<file path="src/hw/rtl/ked_pkg.sv">
// ============================================================================
// ked_pkg: shared types and constants of the key event detector
// Configuration, per-lane event and pop result types, register indexes and
// event kind codes.
// ============================================================================
package ked_pkg;

  // Configuration port widths.
  localparam int CFG_INDEX_W = 2;
  localparam int CFG_DATA_W  = 16;

  // Register indexes.
  localparam logic [CFG_INDEX_W-1:0] REG_EVENT_ENABLE_MASK = 2'd0;
  localparam logic [CFG_INDEX_W-1:0] REG_LONG_PRESS_MS     = 2'd1;
  localparam logic [CFG_INDEX_W-1:0] REG_REPEAT_MS         = 2'd2;
  localparam logic [CFG_INDEX_W-1:0] REG_TICK_MS           = 2'd3;

  // Register reset values.
  localparam logic [11:0] MASK_RESET       = 12'd4095;
  localparam logic [15:0] LONG_PRESS_RESET = 16'd1000;
  localparam logic [15:0] REPEAT_RESET     = 16'd100;
  localparam logic [7:0]  TICK_RESET       = 8'd10;

  // Event kinds, the low two bits of an event code.
  localparam logic [1:0] KIND_RELEASE = 2'd0;
  localparam logic [1:0] KIND_PRESS   = 2'd1;
  localparam logic [1:0] KIND_LONG    = 2'd2;
  localparam logic [1:0] KIND_REPEAT  = 2'd3;

  localparam logic [15:0] TIMER_MAX = 16'hFFFF;

  typedef struct packed {
    logic [11:0] event_enable_mask;
    logic [15:0] long_press_ms;
    logic [15:0] repeat_ms;
    logic [7:0]  tick_ms;
  } ked_cfg_t;

  // One lane's push request for the current scan tick.
  typedef struct packed {
    logic       push;
    logic [3:0] code;
  } ked_evt_t;

  // Outcome of one pop.
  typedef struct packed {
    logic       valid;
    logic [3:0] code;
  } ked_res_t;

endpackage

</file>
<file path="src/hw/rtl/ked_lane.sv">
// ============================================================================
// ked_lane: per-key press, long press, repeat and release detector
// One copy runs for each key. On each scan tick it advances the key's phase
// and timers and raises at most one enabled event push.
// ============================================================================
module ked_lane
  import ked_pkg::*;
#(
  parameter int KEY_ID = 0
) (
  input  logic     clk,
  input  logic     rst,
  input  logic     tick,
  input  logic     released,
  input  ked_cfg_t cfg,
  output ked_evt_t evt
);

  localparam logic [1:0] PH_IDLE    = 2'd0;
  localparam logic [1:0] PH_PRESS   = 2'd1;
  localparam logic [1:0] PH_HELD    = 2'd2;
  localparam logic [1:0] PH_RELEASE = 2'd3;

  localparam logic [3:0] CODE_BASE = 4'(KEY_ID * 4);

  logic [1:0]  phase, phase_next;
  logic        last_level;
  logic [15:0] hold_time, hold_time_next;
  logic [15:0] repeat_time, repeat_time_next;
  logic [16:0] hold_sum, repeat_sum;
  logic [15:0] hold_sat, repeat_sat;
  logic [3:0]  enable_bits;
  logic [1:0]  kind;
  logic        fire;

  // Saturating timer increments.
  assign hold_sum   = {1'b0, hold_time} + {9'd0, cfg.tick_ms};
  assign repeat_sum = {1'b0, repeat_time} + {9'd0, cfg.tick_ms};
  assign hold_sat   = hold_sum[16] ? TIMER_MAX : hold_sum[15:0];
  assign repeat_sat = repeat_sum[16] ? TIMER_MAX : repeat_sum[15:0];

  assign enable_bits = cfg.event_enable_mask[KEY_ID*4 +: 4];

  // Phase machine for one scan tick.
  always_comb begin
    phase_next       = phase;
    hold_time_next   = hold_time;
    repeat_time_next = repeat_time;
    kind             = KIND_PRESS;
    fire             = 1'b0;
    unique case (phase)
      PH_IDLE: begin
        if (!released && last_level) begin
          phase_next = PH_PRESS;
        end
      end
      PH_PRESS: begin
        if (!released) begin
          fire       = 1'b1;
          kind       = KIND_PRESS;
          phase_next = PH_HELD;
        end else begin
          phase_next = PH_IDLE;
        end
      end
      PH_HELD: begin
        if (released) begin
          phase_next = PH_RELEASE;
        end else if (cfg.long_press_ms != 16'd0) begin
          if (hold_time < cfg.long_press_ms) begin
            hold_time_next = hold_sat;
            if (hold_sat >= cfg.long_press_ms) begin
              fire = 1'b1;
              kind = KIND_LONG;
            end
          end else if (cfg.repeat_ms != 16'd0) begin
            repeat_time_next = repeat_sat;
            if (repeat_sat >= cfg.repeat_ms) begin
              fire             = 1'b1;
              kind             = KIND_REPEAT;
              repeat_time_next = 16'd0;
            end
          end
        end
      end
      PH_RELEASE: begin
        if (released) begin
          fire             = 1'b1;
          kind             = KIND_RELEASE;
          hold_time_next   = 16'd0;
          repeat_time_next = 16'd0;
          phase_next       = PH_IDLE;
        end else begin
          phase_next = PH_HELD;
        end
      end
      default: begin
        phase_next = PH_IDLE;
      end
    endcase
  end

  // The push is qualified by the tick and by the per-event enable bit.
  assign evt.push = tick && fire && enable_bits[kind];
  assign evt.code = CODE_BASE + {2'b00, kind};

  // State update on each accepted scan tick.
  always_ff @(posedge clk) begin
    if (rst) begin
      phase       <= PH_IDLE;
      last_level  <= 1'b1;
      hold_time   <= 16'd0;
      repeat_time <= 16'd0;
    end else if (tick) begin
      phase       <= phase_next;
      last_level  <= released;
      hold_time   <= hold_time_next;
      repeat_time <= repeat_time_next;
    end
  end

endmodule

</file>
<file path="src/hw/rtl/ked_fifo.sv">
// ============================================================================
// ked_fifo: merging ring FIFO for key events
// Takes the pushes of all lanes together in key order, overwriting the
// oldest entry when full, and returns the oldest event on a pop.
// ============================================================================
module ked_fifo
  import ked_pkg::*;
#(
  parameter int KEY_COUNT  = 3,
  parameter int FIFO_DEPTH = 16
) (
  input  logic                     clk,
  input  logic                     rst,
  input  ked_evt_t [KEY_COUNT-1:0] evts,
  input  logic                     pop,
  output ked_res_t                 pop_result
);

  localparam int PTR_W = (FIFO_DEPTH > 2) ? $clog2(FIFO_DEPTH) : 1;
  localparam logic [PTR_W-1:0] LAST_PTR = PTR_W'(FIFO_DEPTH - 1);

  logic [3:0]       store [FIFO_DEPTH];
  logic [PTR_W-1:0] read_ptr, read_ptr_next;
  logic [PTR_W-1:0] write_ptr, write_ptr_next;
  logic [PTR_W-1:0] waddr [KEY_COUNT];
  logic             empty;
  logic             any_push;

  function automatic logic [PTR_W-1:0] wrap_inc(input logic [PTR_W-1:0] p);
    wrap_inc = (p == LAST_PTR) ? '0 : p + PTR_W'(1);
  endfunction

  assign empty = (read_ptr == write_ptr);

  // Place the pushes one after another; a push that catches up with the
  // read pointer drops the oldest event.
  always_comb begin
    read_ptr_next  = read_ptr;
    write_ptr_next = write_ptr;
    any_push       = 1'b0;
    for (int k = 0; k < KEY_COUNT; k++) begin
      waddr[k] = write_ptr_next;
      if (evts[k].push) begin
        any_push       = 1'b1;
        write_ptr_next = wrap_inc(write_ptr_next);
        if (write_ptr_next == read_ptr_next) begin
          read_ptr_next = wrap_inc(read_ptr_next);
        end
      end
    end
    if (pop && !empty) begin
      read_ptr_next = wrap_inc(read_ptr);
    end
  end

  // Pop result from the oldest entry.
  always_comb begin
    pop_result.valid = 1'b0;
    pop_result.code  = 4'd0;
    if (pop && !empty) begin
      pop_result.valid = 1'b1;
      pop_result.code  = store[read_ptr];
    end
  end

  // Event store writes; a later key wins where two land on one entry.
  always_ff @(posedge clk) begin
    for (int k = 0; k < KEY_COUNT; k++) begin
      if (evts[k].push) begin
        store[waddr[k]] <= evts[k].code;
      end
    end
  end

  // Pointers.
  always_ff @(posedge clk) begin
    if (rst) begin
      read_ptr  <= '0;
      write_ptr <= '0;
    end else begin
      read_ptr  <= read_ptr_next;
      write_ptr <= write_ptr_next;
    end
  end

  // After any push the FIFO cannot look empty.
  a_push_not_empty: assert property (@(posedge clk) disable iff (rst)
    any_push |=> (read_ptr != write_ptr))
    else $error("FIFO looks empty after a push");

  // A pop on a non-empty FIFO advances the read pointer by one.
  a_pop_advance: assert property (@(posedge clk) disable iff (rst)
    (pop && !empty && !any_push) |=> (read_ptr == wrap_inc($past(read_ptr))))
    else $error("read pointer did not advance on pop");

  // A pop reports valid exactly when the FIFO holds an event.
  a_pop_valid: assert property (@(posedge clk) disable iff (rst)
    pop |-> (pop_result.valid == !empty))
    else $error("pop valid disagrees with FIFO occupancy");

endmodule

</file>
<file path="src/hw/rtl/key_event_detector_with_fifo_unit.sv">
// ============================================================================
// key_event_detector_with_fifo_unit: key event detector with event FIFO
// Scan ticks run every key's detector lane side by side and merge their
// events into a ring FIFO; pop items return the oldest event.
// ============================================================================
//
//  Channel   Handshake                  Payload
//  --------  -------------------------  ---------------------------------
//  input     in_valid / in_stall        mode, key_levels
//  output    out_valid / out_stall      event_valid, event_code
//  config    cfg_write_enable           cfg_index, cfg_data
//
// One item is accepted per cycle while in_stall is low. Scan ticks and pops
// act at the edge that accepts them: a tick updates all lanes and the FIFO;
// a pop result is registered in the output stage. It holds two results, and
// in_stall rises only while both are occupied. Synchronous reset clears the
// lanes, pointers and output stage at once; the event store needs no pass.
//
module key_event_detector_with_fifo_unit
  import ked_pkg::*;
#(
  parameter int KEY_COUNT  = 3,
  parameter int FIFO_DEPTH = 16
) (
  input  logic                   clk,
  input  logic                   rst,
  input  logic                   in_valid,
  output logic                   in_stall,
  input  logic                   mode,
  input  logic [2:0]             key_levels,
  output logic                   out_valid,
  input  logic                   out_stall,
  output logic                   event_valid,
  output logic [3:0]             event_code,
  input  logic                   cfg_write_enable,
  input  logic [CFG_INDEX_W-1:0] cfg_index,
  input  logic [CFG_DATA_W-1:0]  cfg_data
);

  ked_cfg_t                 cfg;
  ked_evt_t [KEY_COUNT-1:0] evts;
  ked_res_t                 pop_result;
  ked_res_t                 main_res, skid_res;
  logic                     skid_valid;
  logic                     in_transfer;
  logic                     tick;
  logic                     pop;
  logic                     out_transfer;

  assign in_stall     = skid_valid;
  assign in_transfer  = in_valid && !in_stall;
  assign tick         = in_transfer && !mode;
  assign pop          = in_transfer && mode;
  assign out_transfer = out_valid && !out_stall;

  // Configuration registers.
  always_ff @(posedge clk) begin
    if (rst) begin
      cfg.event_enable_mask <= MASK_RESET;
      cfg.long_press_ms     <= LONG_PRESS_RESET;
      cfg.repeat_ms         <= REPEAT_RESET;
      cfg.tick_ms           <= TICK_RESET;
    end else if (cfg_write_enable) begin
      unique case (cfg_index)
        REG_EVENT_ENABLE_MASK: cfg.event_enable_mask <= cfg_data[11:0];
        REG_LONG_PRESS_MS:     cfg.long_press_ms     <= cfg_data;
        REG_REPEAT_MS:         cfg.repeat_ms         <= cfg_data;
        REG_TICK_MS:           cfg.tick_ms           <= cfg_data[7:0];
        default: ;
      endcase
    end
  end

  // One detector lane per key.
  for (genvar k = 0; k < KEY_COUNT; k++) begin : g_lane
    ked_lane #(
      .KEY_ID (k)
    ) u_lane (
      .clk      (clk),
      .rst      (rst),
      .tick     (tick),
      .released (key_levels[k]),
      .cfg      (cfg),
      .evt      (evts[k])
    );
  end

  // Merging FIFO.
  ked_fifo #(
    .KEY_COUNT  (KEY_COUNT),
    .FIFO_DEPTH (FIFO_DEPTH)
  ) u_fifo (
    .clk        (clk),
    .rst        (rst),
    .evts       (evts),
    .pop        (pop),
    .pop_result (pop_result)
  );

  // Output register with a skid stage behind it.
  always_ff @(posedge clk) begin
    if (rst) begin
      out_valid  <= 1'b0;
      skid_valid <= 1'b0;
    end else if (out_transfer) begin
      if (skid_valid) begin
        main_res   <= skid_res;
        skid_valid <= 1'b0;
      end else if (pop) begin
        main_res <= pop_result;
      end else begin
        out_valid <= 1'b0;
      end
    end else if (out_valid) begin
      if (pop) begin
        skid_res   <= pop_result;
        skid_valid <= 1'b1;
      end
    end else if (pop) begin
      main_res  <= pop_result;
      out_valid <= 1'b1;
    end
  end

  assign event_valid = main_res.valid;
  assign event_code  = main_res.code;

  // The skid stage is only used behind a waiting result.
  a_skid_behind_main: assert property (@(posedge clk) disable iff (rst)
    skid_valid |-> out_valid)
    else $error("skid stage holds a result with the output register empty");

  // Every accepted pop shows up in the output stage on the next cycle.
  a_pop_lands: assert property (@(posedge clk) disable iff (rst)
    pop |=> out_valid)
    else $error("accepted pop produced no result");

endmodule

</file>
<file path="config.mk">
export PLATFORM = sky130hd
export DESIGN_NAME = key_event_detector_with_fifo_unit
export DESIGN_NICKNAME = d
export VERILOG_FILES = /design/src/hw/rtl/ked_pkg.sv /design/src/hw/rtl/ked_lane.sv /design/src/hw/rtl/ked_fifo.sv /design/src/hw/rtl/key_event_detector_with_fifo_unit.sv
export SDC_FILE = /design/constraint.sdc
export NUM_CORES = 1
export LEC_CHECK = 0
export BUFFER_PORTS_ARGS = -buffer_cell sky130_fd_sc_hd__buf_2
export CORE_ASPECT_RATIO = 1.75
export CORE_MARGIN = 3
export CORE_UTILIZATION = 45
export DETAILED_ROUTE_END_ITERATION = 6
export SKIP_LAST_GASP = 1
export SYNTH_ARGS = -nofsm -noshare
export SYNTH_HDL_FRONTEND = slang
export SYNTH_HIERARCHICAL = 1
export SYNTH_SLANG_ARGS = --single-unit
</file>
<file path="constraint.sdc">
create_clock -name clk -period 10.5 [get_ports clk]
set_clock_uncertainty 0.15 [all_clocks]
set_input_delay 1.05 -clock clk [delete_from_list [all_inputs] [get_ports clk]]
set_output_delay 1.05 -clock clk [all_outputs]
set_load 0.01 [all_outputs]
</file>
Word-level counts from Yosys, hierarchy flattened:

Memories as Yosys holds them, arrays and structs flattened. A register that Yosys moved wholly into a read port is not among the register bits.
Index checks and enable logic that the tools add are counted.

* flip-flop bits (word level): 177
* memory bits (writable): 64
* bits of input ports: 27
* logic and storage cells: 294
* memories: 1

* $add $sub $neg: 14
* order comparisons: 12
* equality and inequality tests: 49
* muxes and demuxes: 141
* bitwise logic cells: 2
* reductions and logical operators: 51

Memories
* u_fifo.store: words 16, bits a word 4, rd ports 1, clocked after memory_dff 1, wr ports 3, line ked_fifo.sv:22 `logic [3:0] store [FIFO_DEPTH];`

Operators with widths (number)
* $mux 16: 33
* $pmux 16 s2: 6
* $add 16x8->17: 6
* $ge 16x16->1: 6
* $mux 4: 17
* $mux 2: 27
* $lt 16x16->1: 3
* $mux 1: 41
* $ne 2x2->1 const B: 18
* $reduce_bool 16->1: 2
* $mux 5: 5
* $add 4x1->4 const B: 6
* $eq 4x4->1 const B: 6
* $reduce_and 7->1: 3
* $ne 2x1->1 const B: 9
* $pmux 2 s3: 3
* $reduce_and 6->1: 3
* $eq 2x2->1 const B: 8
* $eq 4x4->1: 4
* $logic_and 1x1->1: 14
* $reduce_and 2->1: 7
* $pmux 2 s2: 3
* $lt 2x3->1 const B: 3
* $pmux 1 s3: 3
* other kinds (11): 33

Longest topological paths before layout:

Gate-level depths: netlist of the first run.

* word-level depth: 24
* gate-level depth with buffers: 38

By module:

Netlist of the first run, hierarchy kept.

By module, submodules not included
* ked_fifo: instances 1, cells each 591, area each 5810.6 um^2, seq. area each 2082.0 um^2
* ked_lane at g_lane[1].u_lane: instances 1, cells each 518, area each 3866.2 um^2, seq. area each 700.7 um^2
* ked_lane at g_lane[0].u_lane: instances 1, cells each 484, area each 3761.1 um^2, seq. area each 700.7 um^2
* ked_lane at g_lane[2].u_lane: instances 1, cells each 478, area each 3729.8 um^2, seq. area each 700.7 um^2
* key_event_detector_with_fifo_unit: instances 1, cells each 257, area each 2378.5 um^2, seq. area each 1381.3 um^2

Worst setup path before layout of the first run:

Ideal clock, no wire load.

* path type: register to register
* start: reg, netlist name cfg[1]
* end: reg u_fifo.read_ptr[3]
* data arrival time: 7390 ps
* slack: 2843 ps
* cell stages (with the launch flop): 32
* path buffers: 3
* path through: dfxtp_1 > ha_1 > a211o_1 > a2111oi_2 > o31ai_1 > and2b_1 > nand3_1 > mux2_2 > ha_1 > nand4_1 > a211oi_1 > o21ai_0 > a21oi_1 > o221ai_1 > a21oi_1 > buf_4 > buf_2 > nand4_1 > nand2_1 > inv_1 > ha_1 > clkbuf_1 > and2_1 > a32o_1 > o31ai_2 > ha_1 > and3_1 > o211a_1 > o21a_1 > or2_1 > a41o_1 > a22o_1

RTL lines
* end signal, assigned: line ked_fifo.sv:81 `read_ptr <= read_ptr_next;`
* end, declared: line ked_fifo.sv:23 `logic [PTR_W-1:0] read_ptr, read_ptr_next;`

==> results of run 1 <==
## final timing paths
kind / start / slack, ps / to / cells after the start
max: cfg[1] / 1580 / u_fifo/read_ptr[3] / 29
min: g_lane[0].u_lane/repeat_time[0] / 310 / g_lane[0].u_lane/repeat_time[0] / 2
max reg2reg: cfg[1] / 1580 / u_fifo/read_ptr[3] / 29
min reg2reg: g_lane[0].u_lane/repeat_time[0] / 310 / g_lane[0].u_lane/repeat_time[0] / 2
## sequential cells by signal, indices dropped and copies added (netlist names), named ones only
register                   cells
cfg                           52
event_code                     4
event_valid                    1
g_lane.u_lane/hold_time       48
g_lane.u_lane/last_level       3
g_lane.u_lane/phase            3
g_lane.u_lane/repeat_time     48
in_stall                       1
out_valid                      1
skid_res                       5
u_fifo/read_ptr                4
u_fifo/store                  64
u_fifo/write_ptr               4
## worst max-delay path, delay by kind of cell (launching register included)
family / cells / cell delay, ps
AO/OA/AOI/OAI: 15 / 3700
flip-flops: 1 / 880
AND/OR/NAND/NOR: 7 / 2080
buffers and inverters: 3 / 600
adder cells (fa/ha/maj): 4 / 1370
## report_power, final
group          internal (mW)  total, mW  switching, mW
logic                 0.0933      0.244          0.151
clock network          0.657       1.10          0.438
registers              0.970       1.00         0.0294
total                   1.72       2.34          0.619
## metal layers
layer	vias up	track usage (%)	part of all wire [%]
li1	8436	-	-
met1	8330	26.2	35
met2	548	50.9	53
met3	228	3.31	4.6
met4	8	17.1	7.4
met5	-	0	0.087
## layout make-up
cell class	count	area [sq um]
Antenna cell	1	2.50
Clock buffer	27	654
Clock inverter	21	343
Fill cell	4117	21900
Inverter	125	469
Multi-Input combinational cell	1853	12800
Sequential cell	241	5570
Tap cell	561	702
Timing Repair Buffer	51	303
## synth_stat cells, types with 21 or more instances
| cell | n | area, sq um |
|---|---|---|
| nor4_1 | 28 | 175 |
| o21a_1 | 22 | 165 |
| nand2b_1 | 30 | 188 |
| xnor2_1 | 39 | 342 |
| dfxtp_1 | 167 | 3340 |
| edfxtp_1 | 74 | 2220 |
| and3_1 | 26 | 163 |
| nand3_1 | 94 | 470 |
| nand2_1 | 329 | 1230 |
| nor2b_1 | 31 | 194 |
| inv_1 | 125 | 469 |
| a211oi_1 | 26 | 195 |
| a31oi_1 | 29 | 181 |
| nor2_1 | 147 | 552 |
| clkbuf_1 | 37 | 139 |
| nor3_1 | 37 | 185 |
| ha_1 | 203 | 2540 |
| nand4_1 | 33 | 206 |
| a21oi_1 | 182 | 911 |
| a22oi_1 | 26 | 195 |
| a21o_1 | 21 | 158 |
| xor2_1 | 27 | 236 |
| buf_2 | 27 | 135 |
| mux2i_1 | 73 | 731 |
| o21ai_0 | 131 | 656 |
## per-stage QoR
step	instances	utilization, %	total power, mW	hold WS, ps
after floorplan	2329	-	1.18	286
after global placement	2831	46.5	1.25	294
after detailed placement	2831	46.5	1.26	298
after CTS	2879	48.8	2.36	307
after global routing	2879	48.8	2.43	334
final	2880	48.8	2.34	307
## logic make-up (layout without fill, tap and decap cells)
family                     after synthesis  in the layout  share of synthesized area, %
xor gates and xnor gates                68             68                          3.12
AOI/OAI and AO/OA                      608            608                          20.6
muxes                                  103            103                          6.68
buffers and inverters                  235            224                          5.94
DFF                                    241            241                          28.5
adders and majority gates              209            209                          13.6
other                                    5              7                        0.0960
and+or+nand+nor                        859            859                          21.5
==> flow_summary.yaml, run 1 <==
setup_path:
  max_stage_delay_ps: 880
  cp.required_ps: 10820
  crit_type: "reg2reg"
  path_max_fanout: 18
  end_kind: "flip-flop"
  crit_path_start_kind: "flip-flop"
  cp.arrival_ps: 9240
  critPathSlowestCell: "dfxtp_1"
cells_and_area:
  layout_commonest_cell: "nand2_1"
  fin_area_sq_um: 20900
  final_cell_mix: "nand2_1 (329), ha_1 (203), a21oi_1 (182), dfxtp_1 (167), nor2_1 (147)"
  layout-drive-gt1-share_pct: 8.63
  nets: 2534
  area_delta_synth_final_pct: 6.86
grt:
  gr-total-overflow: 0
  grt_pass1_vias: 17400
  grt_pass1_wl_mm: 95.3
  grt_max_degree: 69
  grtUsageTotal_pct: 26.5
  antenna_found_initial: 5
timing:
  period_share_pct: 85.0
  fmax_mhz: 112
  min_period_ps: 8920
  slew_headroom_pct: 21.5
  fin_ws_ps: 1580
  final.setup.tns_ps: 0
  setup_viol: 0
  slew_violations: 0
  hold_viol: 0
  rsz0062_at_grt: "no"
  worstMarginPinSlew_ps: 1170
synth:
  synthCells: 2328
  synth.distinct_cells: 124
  ys_ff_latch: 241
  avgSynthCellArea_sq_um: 8.40
  synth_flop_cell: "dfxtp_1"
  yosys_warnings: 6
  synthArstFlopShare_pct: 0
  synth_edf_count: 74
  yosysSeqAreaShare_pct: 28.5
  synth_area_sq_um: 19500
clock_network:
  root_buffer: "clkbuf_16"
  hold_buffers: 0
  clockBufferDepth: 3
  cts_made_buffers: 26
  insertion_delay_ps: 570
  clk_pin_slew_ps: 70
  cts_tree: "yes"
  post-cts-setup-buffers: 0
  cts_sinks: 241
  htreeDepth: 1
  cts-resized-gates: 0
drt:
  finalWirelength_mm: 62.1
  drt_iter0_drc: 1328
  vias: 17600
  wl_per_cell_microns: 21.6
  detail-route-antenna-nets: 0
  drc: 0
  first_pass_iters: 6
  viasPerCell: 6.09
floorplan:
  rows: 100
  fp.dieW_microns: 164
  die_h_microns: 282
  core_area_sq_um: 42800
  fp.dieArea_sq_um: 46100
  initial_core_util_pct: 45.7
  io_pins: 34
pwr:
  cellLeakagePower_nw: 8.72
  powerDensity_nw_per_um2: 112
  peakVddDrop_mv: 0.124
placed_design:
  dp_slack_ps: 1680
  placement.cell_area_sq_um: 19900
  dp_hpwl_mm: 47.1
  place.gp.congestion: 0.938
  port_buffers: 33
flow_run:
  max_cap_violations: 0
hold_path:
  hold_class: "reg2reg"
run_status:
  status: "complete, no violations"
Power figures use the tool's default switching activity.
==> run 2, diff against run 1 <==
--- a/config.mk
+++ b/config.mk
@@ -5,6 +5,7 @@
 export SDC_FILE = /design/constraint.sdc
 export NUM_CORES = 1
 export LEC_CHECK = 0
+export ABC_AREA = 1
 export BUFFER_PORTS_ARGS = -buffer_cell sky130_fd_sc_hd__buf_2
 export CORE_ASPECT_RATIO = 1.75
 export CORE_MARGIN = 3
==> constraint.sdc (replaced) <==
create_clock -name clk -period 8.1 [get_ports clk]
set_clock_uncertainty 0.15 [all_clocks]
set_input_delay 0.81 -clock clk [delete_from_list [all_inputs] [get_ports clk]]
set_output_delay 0.81 -clock clk [all_outputs]
set_load 0.01 [all_outputs]
==> flow_summary.yaml, run 2 <==
cells_and_area:
  largest_reg_flops: 64
  finalNonFillerCells: 3666
  layout_commonest_cell: "nand2_1"
  area_delta_synth_final_pct: 6.84
  final_cell_mix: "nand2_1 (883), inv_1 (356), nand3_1 (259), nor2_1 (223), o21ai_0 (210)"
  nets: 3303
  layout-drive-gt1-share_pct: 9.81
  fill_cells: 4658
drt:
  viasPerCell: 5.44
  drc: 0
  finalWirelength_mm: 65.8
  first_pass_iters: 7
  wl_per_cell_microns: 17.9
  drt_iter0_drc: 1164
  vias: 20000
  detail-route-antenna-nets: 0
floorplan:
  initial_core_util_pct: 45.6
  fp.dieW_microns: 168
  io_pins: 34
  core_area_sq_um: 45200
  die_h_microns: 289
  fp.dieArea_sq_um: 48500
  rows: 103
timing:
  fmax_mhz: 137
  period_share_pct: 90.2
  hold_viol: 0
  rsz0062_at_grt: "no"
  worstMarginPinSlew_ps: 1160
  setup_viol: 0
  fin_ws_ps: 791
  slew_violations: 0
  slew_headroom_pct: 22.4
  final.setup.tns_ps: 0
  min_period_ps: 7310
  fin_hold_ws_ps: 320
synth:
  synthTopCellsByCount: "nand2_1 (883), inv_1 (357), nand3_1 (259), nor2_1 (225), o21ai_0 (210)"
  synthCells: 3073
  synth_flop_cell: "dfxtp_1"
  yosys_warnings: 6
  synth_edf_count: 74
  yosys.area.top_type: "dfxtp_1"
  synthArstFlopShare_pct: 0
  avgSynthCellArea_sq_um: 6.71
  synth.distinct_cells: 54
  yosysSeqAreaShare_pct: 27.0
  synth_top_area_share_pct: 16.2
  synth_area_sq_um: 20600
  synth_most_common_cell: "nand2_1"
  ys_ff_latch: 241
  ys_top_cells_by_area: "dfxtp_1 (16%), nand2_1 (16%), ha_1 (12%), edfxtp_1 (11%), inv_1 (6.5%)"
placed_design:
  place_inst: 3615
  place.gp.congestion: 0.961
  dp_slack_ps: 781
  dp_hpwl_mm: 51.2
  port_buffers: 33
grt:
  grt_max_degree: 55
  gr-total-overflow: 0
  grt_pass1_wl_mm: 102
  antenna_found_initial: 1
  grtUsageTotal_pct: 26.4
  grt_pass1_vias: 19500
setup_path:
  crit_top_cell: "nand2_1"
  critPathBufInv: 6
  max_stage_delay_ps: 390
  critPathTopFamily: "simple AND/OR/NAND/NOR gates"
  cp.arrival_ps: 7610
  end_kind: "flip-flop"
  cp.required_ps: 8400
  crit_path_start_kind: "flip-flop"
  critPathSlowestCell: "fa_1"
  path_max_fanout: 18
  crit_type: "reg2reg"
clock_network:
  insertion_delay_ps: 570
  root_buffer: "clkbuf_16"
  clockBufferDepth: 3
  htreeDepth: 1
  clk_pin_slew_ps: 60
  post-cts-setup-buffers: 0
  cts_sinks: 241
  cts_made_buffers: 27
  cts_tree: "yes"
pwr:
  swShare_pct: 31.2
  powerDensity_nw_per_um2: 143
  power_frac_seq_pct: 41.6
  power.internal_mw: 2.17
  peakVddDrop_mv: 0.161
  cellLeakagePower_nw: 10.8
  pwr-share-clk_pct: 40.8
  total_power_mw: 3.15
  power.switching_mw: 0.984
  p_comb_share_pct: 17.7
run_status:
  status: "complete, no violations"
flow_run:
  max_cap_violations: 0
hold_path:
  hold_class: "reg2reg"
==> run 2: power groups by stage <==
stage | Clock [mW] | Combinational, mW | Sequential (mW)
4_1_cts | 1.32 | 0.547 | 1.31
3_3_place_gp | 0 | 0.536 | 1.34
2_1_floorplan | 0 | 0.401 | 1.32
3_5_place_dp | 0 | 0.544 | 1.34
5_1_grt | 1.36 | 0.624 | 1.31
6_report | 1.29 | 0.557 | 1.31
==> run 2: worst paths after layout <==
kind | from | to | slack, ps | cells past startpoint
max | cfg[0] | u_fifo/read_ptr[3] | 790 | 49
min | g_lane[0].u_lane/repeat_time[6] | g_lane[0].u_lane/repeat_time[6] | 320 | 2
max reg2reg | cfg[0] | u_fifo/read_ptr[3] | 790 | 49
min reg2reg | g_lane[0].u_lane/repeat_time[6] | g_lane[0].u_lane/repeat_time[6] | 320 | 2
==> run 2: per-stage QoR <==
step,cell area [sq um],utilization (%)
2_1_floorplan,20600,-
3_3_place_gp,21100,46.7
3_5_place_dp,21100,46.7
4_1_cts,22000,48.7
5_1_grt,22000,48.7
6_report,22000,48.7
==> run 2: what timing repair did <==
item,4_1_cts,5_1_grt
endpoints found under the setup margin,0,8
gates resized for setup,0,2
endpoints found under the hold margin,0,0
hold buffers,0,0
==> run 2: worst reg2reg max path, delay by kind of cell (launching register included) <==
family          cells  cell delay (ps)
compound gates      1              250
fa+ha+maj           5             1450
buf+inv             6             1070
flops               1              310
simple gates       37             3920
==> run 2: cell type report <==
cell class	count	area, sq um	area share (%)
Multi-Input combinational cell	2348	13000	59.2
Sequential cell	241	5570	25.3
Inverter	399	1510	6.84
Tap cell	577	722	3.28
Clock buffer	29	693	3.15
Timing Repair Buffer	50	295	1.34
Clock inverter	21	214	0.971
Antenna cell	1	2.50	0.0114
==> run 2: cells by family after synthesis <==
kind of cell    synth area share, %
simple gates                   35.8
compound gates                 13.3
buf+inv                        9.85
flops                          27.0
fa+ha+maj                      12.9
xor+xnor                       1.10
other cells                  0.0910
==> run 2: metal layers <==
layer / up-vias / wire length (microns) / GRT usage (%)
met4: 0 / 5540 / 19.0
met2: 565 / 34800 / 51.8
met5: - / 0 / 0
met3: 236 / 2270 / 2.18
met1: 9068 / 23200 / 25.5
li1: 10100 / - / -
